==> src/sv/quadratic_root_solver_core_macros.svh <==
// Assertion macros for the quadratic root solver.
`ifndef QUADRATIC_ROOT_SOLVER_CORE_MACROS_SVH
`define QUADRATIC_ROOT_SOLVER_CORE_MACROS_SVH
`ifndef ASSERT_OFF
`define QRS_ASSERT(label, clk, rst_n, prop, msg) \
    label: assert property (@(posedge clk) disable iff (!rst_n) prop) else $error(msg);
`define QRS_ASSERT_RST(label, clk, prop, msg) \
    label: assert property (@(posedge clk) prop) else $error(msg);
`else
`define QRS_ASSERT(label, clk, rst_n, prop, msg)
`define QRS_ASSERT_RST(label, clk, prop, msg)
`endif
`endif

==> src/sv/qrs_pkg.sv <==
`timescale 1ns / 1ps
package qrs_pkg;
    localparam int CoefW = 16;
    localparam int RootW = 32;
    localparam int TolW = 32;
    localparam int DiscW = 34;           // b*b - 4ac fits 34 signed bits
    localparam int RadW = 58;            // disc << 24, nonnegative
    localparam int SqrtW = 29;           // floor(sqrt) of a 58 bit value
    localparam int NumW = 31;            // -b*4096 +/- s
    localparam int DenW = 17;
    localparam int QuoW = 31;
    localparam logic [TolW-1:0] TolReset = 32'd1678;

    typedef enum logic [1:0] {
        ST_REAL = 2'd0,
        ST_IMAG = 2'd1,
        ST_AZERO = 2'd2
    } status_t;

    // fields carried alongside the pipeline
    typedef struct packed {
        logic signed [CoefW-1:0] a;
        logic signed [CoefW-1:0] b;
        logic signed [CoefW-1:0] c;
        status_t                 status;
    } side_t;
endpackage

==> src/sv/qrs_sqrt_pipe.sv <==
`timescale 1ns / 1ps
// Pipelined integer square root, one result bit per stage.
module qrs_sqrt_pipe
    import qrs_pkg::*;
#(
    parameter int W = RadW,
    parameter int SW = SqrtW,
    parameter int XW = 8
) (
    input  logic          aclk,
    input  logic          aresetn,
    input  logic          en,
    input  logic          in_valid,
    input  logic [W-1:0]  in_rad,
    input  logic [XW-1:0] in_side,
    output logic          out_valid,
    output logic [SW-1:0] out_root,
    output logic [XW-1:0] out_side
);
    localparam int RW = SW + 2;
    logic [SW:1]   v_reg    ;
    logic [W-1:0]  rad_reg  [1:SW];
    logic [RW-1:0] rem_reg  [1:SW];
    logic [SW-1:0] q_reg    [1:SW];
    logic [XW-1:0] side_reg [1:SW];

    always_ff @(posedge aclk) begin
        if (!aresetn) v_reg <= '0;
        else if (en) v_reg <= {v_reg[SW-1:1], in_valid};
    end

    for (genvar i = 0; i < SW; i++) begin : g_st
        logic [W-1:0]  rad_i;
        logic [RW-1:0] rem_i;
        logic [SW-1:0] q_i;
        logic [XW-1:0] side_i;
        logic [RW-1:0] rem_s;
        logic [RW-1:0] trial;
        logic [RW-1:0] diff;
        if (i == 0) begin : g_first
            assign rad_i = in_rad;
            assign rem_i = '0;
            assign q_i = '0;
            assign side_i = in_side;
        end else begin : g_next
            assign rad_i = rad_reg[i];
            assign rem_i = rem_reg[i];
            assign q_i = q_reg[i];
            assign side_i = side_reg[i];
        end
        always_comb begin
            rem_s = {rem_i[RW-3:0], rad_i[W-1-2*i -: 2]};
            trial = {q_i, 2'b01};
            diff = rem_s - trial;
        end
        always_ff @(posedge aclk) begin
            if (en) begin
                rad_reg[i+1] <= rad_i;
                side_reg[i+1] <= side_i;
                if (rem_s >= trial) begin
                    rem_reg[i+1] <= diff;
                    q_reg[i+1] <= {q_i[SW-2:0], 1'b1};
                end else begin
                    rem_reg[i+1] <= rem_s;
                    q_reg[i+1] <= {q_i[SW-2:0], 1'b0};
                end
            end
        end
    end

    assign out_valid = v_reg[SW];
    assign out_root = q_reg[SW];
    assign out_side = side_reg[SW];
endmodule

==> config.mk <==
export PLATFORM = sky130hd
export DESIGN_NAME = qrs_sqrt_pipe
export DESIGN_NICKNAME = d
export VERILOG_FILES = /design/src/sv/quadratic_root_solver_core_macros.svh /design/src/sv/qrs_pkg.sv /design/src/sv/qrs_sqrt_pipe.sv
export SDC_FILE = /design/constraint.sdc
export NUM_CORES = 2
export LEC_CHECK = 0
export BUFFER_PORTS_ARGS = -buffer_cell sky130_fd_sc_hd__buf_4
export CORE_UTILIZATION = 30
export CTS_CLUSTER_SIZE = 28
export DETAILED_ROUTE_END_ITERATION = 10
export HOLD_SLACK_MARGIN = 0.15
export PLACE_DENSITY_LB_ADDON = 0.05
export SYNTH_ARGS = -nofsm -noshare
export SYNTH_HDL_FRONTEND = slang
export SYNTH_SLANG_ARGS = --single-unit
export TNS_END_PERCENT = 1
==> constraint.sdc <==
create_clock -name aclk -period 5.2 [get_ports aclk]
set_input_delay 1.3 -clock aclk [delete_from_list [all_inputs] [get_ports aclk]]
set_output_delay 1.3 -clock aclk [all_outputs]
set_load 0.005 [all_outputs]
Word level (Yosys, flattened, before mapping)
Memory sizes are Yosys's and may differ from the RTL's.
Index checks and enable logic that the tools add are counted.

word-level totals
  bits of input ports = 70
  bits in registers = 29
  memories = 4
  bits in writable memories = 3,654
  logic and storage cells = 355
  output and inout bits = 38

memories
  name      depth  width  rd ports  clocked after Yosys merged registers in  wr ports  line                 RTL
  rad_reg   29     58     28        0                                        29        qrs_sqrt_pipe.sv:22  logic [W-1:0] rad_reg [1:SW];
  rem_reg   29     31     28        0                                        29        qrs_sqrt_pipe.sv:23  logic [RW-1:0] rem_reg [1:SW];
  q_reg     29     29     29        0                                        29        qrs_sqrt_pipe.sv:24  logic [SW-1:0] q_reg [1:SW];
  side_reg  29     8      29        0                                        29        qrs_sqrt_pipe.sv:25  logic [XW-1:0] side_reg [1:SW];

cells by class
  multiplexer cells = 234
  $lt $le $gt $ge = 29
  bitwise gates (word level) = 58
  add/sub/neg operators = 29

operators by type and width
  operator               number
  $mux W31               29
  $ge A31 B31 Y1         28
  $sub A31 B31 Y31       28
  $mux W29               29
  $mux W1                176
  $or A1 B1 Y1           58
  $sub A2 B1 Y3 const B  1
  $ge A2 B1 Y1 const B   1

Depth between registers and ports, before layout
An unclocked memory read counts as a cell.

  word-level depth = 6
  gate-level depth with buffers = 14
  depth with buffers taken out = 12

Worst setup path after synthesis
OpenSTA, ideal clock, no wires.

  kind = input port to flip-flop
  from = input en
  to = register, netlist name q_reg[0][696]
  data arrival time = 3,599 ps
  library setup time = 429 ps
  data required time = 4,771 ps
  path slack = 1,172 ps
  buffers on the path = 4
  stages = 4
  path through = clkbuf_1 clkbuf_1 clkbuf_1 clkbuf_1

RTL lines
  item         line                 RTL
  from (decl)  qrs_sqrt_pipe.sv:12  input logic en,

==> summary.md <==
| Metric | Value |
|---|---|
| Outcome | finished with violations |
| Failing checks | design-rule violations |
| Share of the synthesized area in the top cell type | between 60% and 70% |
| First-pass GRT wire length | about 360000 um |
| Register area share after synthesis | about two thirds |
| Top cells by area, synth | edfxtp_1 66%, ha_1 5.7%, xnor2_1 2.8% |
| Crit path launch | rem_reg[0][714] |
| Combinational share of power | 17.4% |
| Non-Filler Instances | 12700 |
| CTS tree | built |
| Worst Path Class, Setup | register to register |
| Initial Utilization | between 30% and 40% |
| PostCTS Resize Cnt | 0 |
| Wire per inst | ~18 um |
| FF+latch count, synth | between 2000 and 2500 |
| Clock power frac | around 36% |
| Internal power | between 0.03 and 0.04 W |
| Number of global-route vias before repair | around 60000 |
| Hold Buf Count CTS | 0 |
| Final Hold Violating Endpoints | 0 |
| Die width | between 500 and 600 um |
| Sink Count | approximately 2300 |
| Total GRT Usage | a little over an eighth |
| Hold EP | rad_reg[0][144] |
| Clock Skews | between 0.04 and 0.05 ns |
| 1st-iter DRT viols | between 3000 and 4000 |
| Syn Inst Count | just under 8000 |
| Ys flop type | edfxtp_1 |
| Worst Tran Pin Value | roughly 1.3 ns |
| Post-synth cell types | between 90 and 100 |
| Slew Viols, Final | 0 |
| Tmin final | 4.26 ns |
| Io pins | roughly 110 |
| Routability cong. | around 0.83 |
| Peak supply drop | between 0.2 and 0.25 mV |
| Core area | approximately 340000 um^2 |
| Fillcell total | 33100 |
| Yosys warning count | 0 |
| Worst setup EP type | register |
| Clock Path Buffers | 4 |
| Sequential cell area | 68100 um^2 |
| Synth Cell Area | 102000 um^2 |
| Max FFs per register | between 800 and 900 |
| Area grow syn2layout | 15.0% |
| Port buffer count | 107 |
| Clock slew at reported path FFs | 0.06 ns |
| Placed Cells | 12200 |
| Flop pwr share | a little under half |
| H-tree lvl count | 5 |
| Finish-stage setup viols | 0 |
| Pwr per Cell Area | ~440 nW/um^2 |
| Final #Nets | roughly 8500 |
| Startpoint Class | register |
| Mapped Nets | 8220 |
| Post-synth EDFFs | between 2000 and 2500 |
| Rel. slew slack | 10.7% |
| Largest net degree at the start of global routing | 180 |
| Share of layout cells above drive strength 1 | 8.39% |
| Leakage | roughly 44 nW |
| Cell taking the most area after synthesis | edfxtp_1 |
| Crit path max fanout | 27 |
| Remaining routing DRC violations | 4 |
| Chip Height | ~590 um |
| Row count | approximately 210 |
| Root Driver | clkbuf_16 |
| Initial antenna violation count | 7 |
| Reg2reg path depth | 11 |
| R2r endpoint | rem_reg[0][763] |
| Gr ovfl total | 0 |
| CP required | 5.78 ns |
| Setup TNS | 0 ns |
| Hold Crit Class | register to register |
| Switching power | approximately 0.015 W |
| CTS Buf Count | about 280 |
| Asr flop ratio synth | 0% |
| Die ar. | between 300000 and 400000 um^2 |
| Area of the multi-input gates | between 30000 and 40000 um^2 |
| Post-CTS Setup Bufs | 0 |
| Switching Share | approximately 28% |
| Post-DRT Antenna Nets | 0 |
| Worst hold path stage count | 0 |
| Avg Inst Size Synth | about 13 um^2 |
| HPWL after DPL | 165000 um |
| Latest clock arrival within the worst-skew pair | between 0.8 and 0.9 ns |
| Peak Freq | 0.235 GHz |
| RSZ-0062 raised after global routing | no |
| CP arrival | 4.84 ns |
| Final WL | roughly 230000 um |
| Hold_sp | rad_reg[0][86] |
| R2R Setup Slk | 0.94 ns |
| DR pass1 iterations | 10 |
| R2R Path Start | rem_reg[0][714] |
| Final Cycle Share | roughly four fifths |
| Max Cap Violations | 0 |
| Vias post-DR | 59300 |
| Vias per cell | between 4 and 5 |
## power by group through the flow
stage / registers (W) / logic, W / clock network, W
detailed placement: 0.0249 / 0.00912 / 0
global route: 0.0247 / 0.0102 / 0.0201
floorplan: 0.0240 / 0.00671 / 0
finish: 0.0244 / 0.00906 / 0.0187
CTS: 0.0245 / 0.00918 / 0.0195
global placement: 0.0249 / 0.00911 / 0
## how the worst max path moves through the flow
stage,end
global placement,rem_reg[0][440]
floorplan,q_reg[0][696]
detailed placement,rem_reg[0][444]
global route,rem_reg[0][763]
finish,rem_reg[0][763]
CTS,rem_reg[0][763]
## cell families after synthesis
| kind of cell | Yosys count | share of synthesized area, % |
|---|---|---|
| flops | 2279 | 66.5 |
| fa+ha+maj | 467 | 5.71 |
| xor+xnor | 646 | 5.52 |
| mux | 114 | 1.20 |
| compound gates | 1491 | 8.93 |
| buf+inv | 769 | 2.84 |
| simple gates | 1917 | 9.25 |
## synthesized netlist by cell type (73+ instances only)
library cell and count:
edfxtp_1 2250, inv_1 591, nand2_1 552, ha_1 467, o21ai_0 462, a21oi_1 413
nor2_1 396, xnor2_1 330, xor2_1 316, a21o_1 182, nor3_1 178, clkbuf_1 165
nand3_1 139, nor4_1 112, nand2b_1 97, nor2b_1 92, o21a_1 74, mux2_2 73
## routing by layer
layer	GRT usage [%]	part of all wire [%]	vias up
met5	0	0	-
met1	17.1	44	28900
met4	4.01	2.8	0
met3	1.77	3.3	378
li1	-	-	29100
met2	23.4	50	912
## per-stage QoR
stage                     util, %  hold slack [ns]  setup WS [ns]  area (um^2)  power, W
after floorplan                 -            0.400           1.17       102000    0.0307
after global placement       32.1            0.400          0.601       109000    0.0340
after detailed placement     32.1            0.405          0.702       109000    0.0340
after CTS                    34.6            0.401          0.927       118000    0.0532
after global routing         34.6            0.413          0.487       118000    0.0550
final                        34.6            0.400          0.941       118000    0.0521
## critical path, cell delays in order, from the launching register on
cell	delay (ns)
edfxtp_1	0.40
ha_1	0.36
o21ai_0	0.19
a22oi_1	0.18
a21oi_1	0.41
nor3_1	0.15
o211ai_1	0.33
a2111oi_0	0.16
buf_4	0.17
a311oi_4	1.08
buf_4	0.40
o21ai_0	0.15
## cell type report
class,count,share of cell area [%]
sequential,2279,57.9
multi-input combinational,4635,26.8
clock buffer,350,6.33
tap,4536,4.82
inverter,593,1.89
timing repair buffer,175,1.28
clock inverter,142,1.04
antenna,1,0.00213
## cells in the final DEF, fill, tap and decap left out, types with 37 or more instances in the layout
| cell type | netlist | layout |
|---|---|---|
| edfxtp_1 | 2250 | 2250 |
| inv_1 | 591 | 591 |
| nand2_1 | 552 | 552 |
| ha_1 | 467 | 467 |
| o21ai_0 | 462 | 461 |
| a21oi_1 | 413 | 413 |
| nor2_1 | 396 | 396 |
| xnor2_1 | 330 | 330 |
| xor2_1 | 316 | 316 |
| clkbuf_16 | 0 | 287 |
| a21o_1 | 182 | 182 |
| nor3_1 | 178 | 178 |
| buf_4 | 0 | 160 |
| nand3_1 | 139 | 139 |
| nor4_1 | 112 | 111 |
| nand2b_1 | 97 | 97 |
| nor2b_1 | 92 | 92 |
| o21a_1 | 74 | 74 |
| mux2_2 | 73 | 73 |
| nand4_1 | 65 | 65 |
| or3_1 | 65 | 65 |
| clkbuf_1 | 165 | 60 |
| clkinv_1 | 1 | 57 |
| a31oi_1 | 51 | 50 |
| and3_1 | 48 | 48 |
| mux2i_1 | 40 | 40 |
| clkinv_2 | 0 | 38 |
| or4_1 | 37 | 37 |
| a211oi_1 | 39 | 37 |
Note: power is estimated with default switching activity, not from simulation.
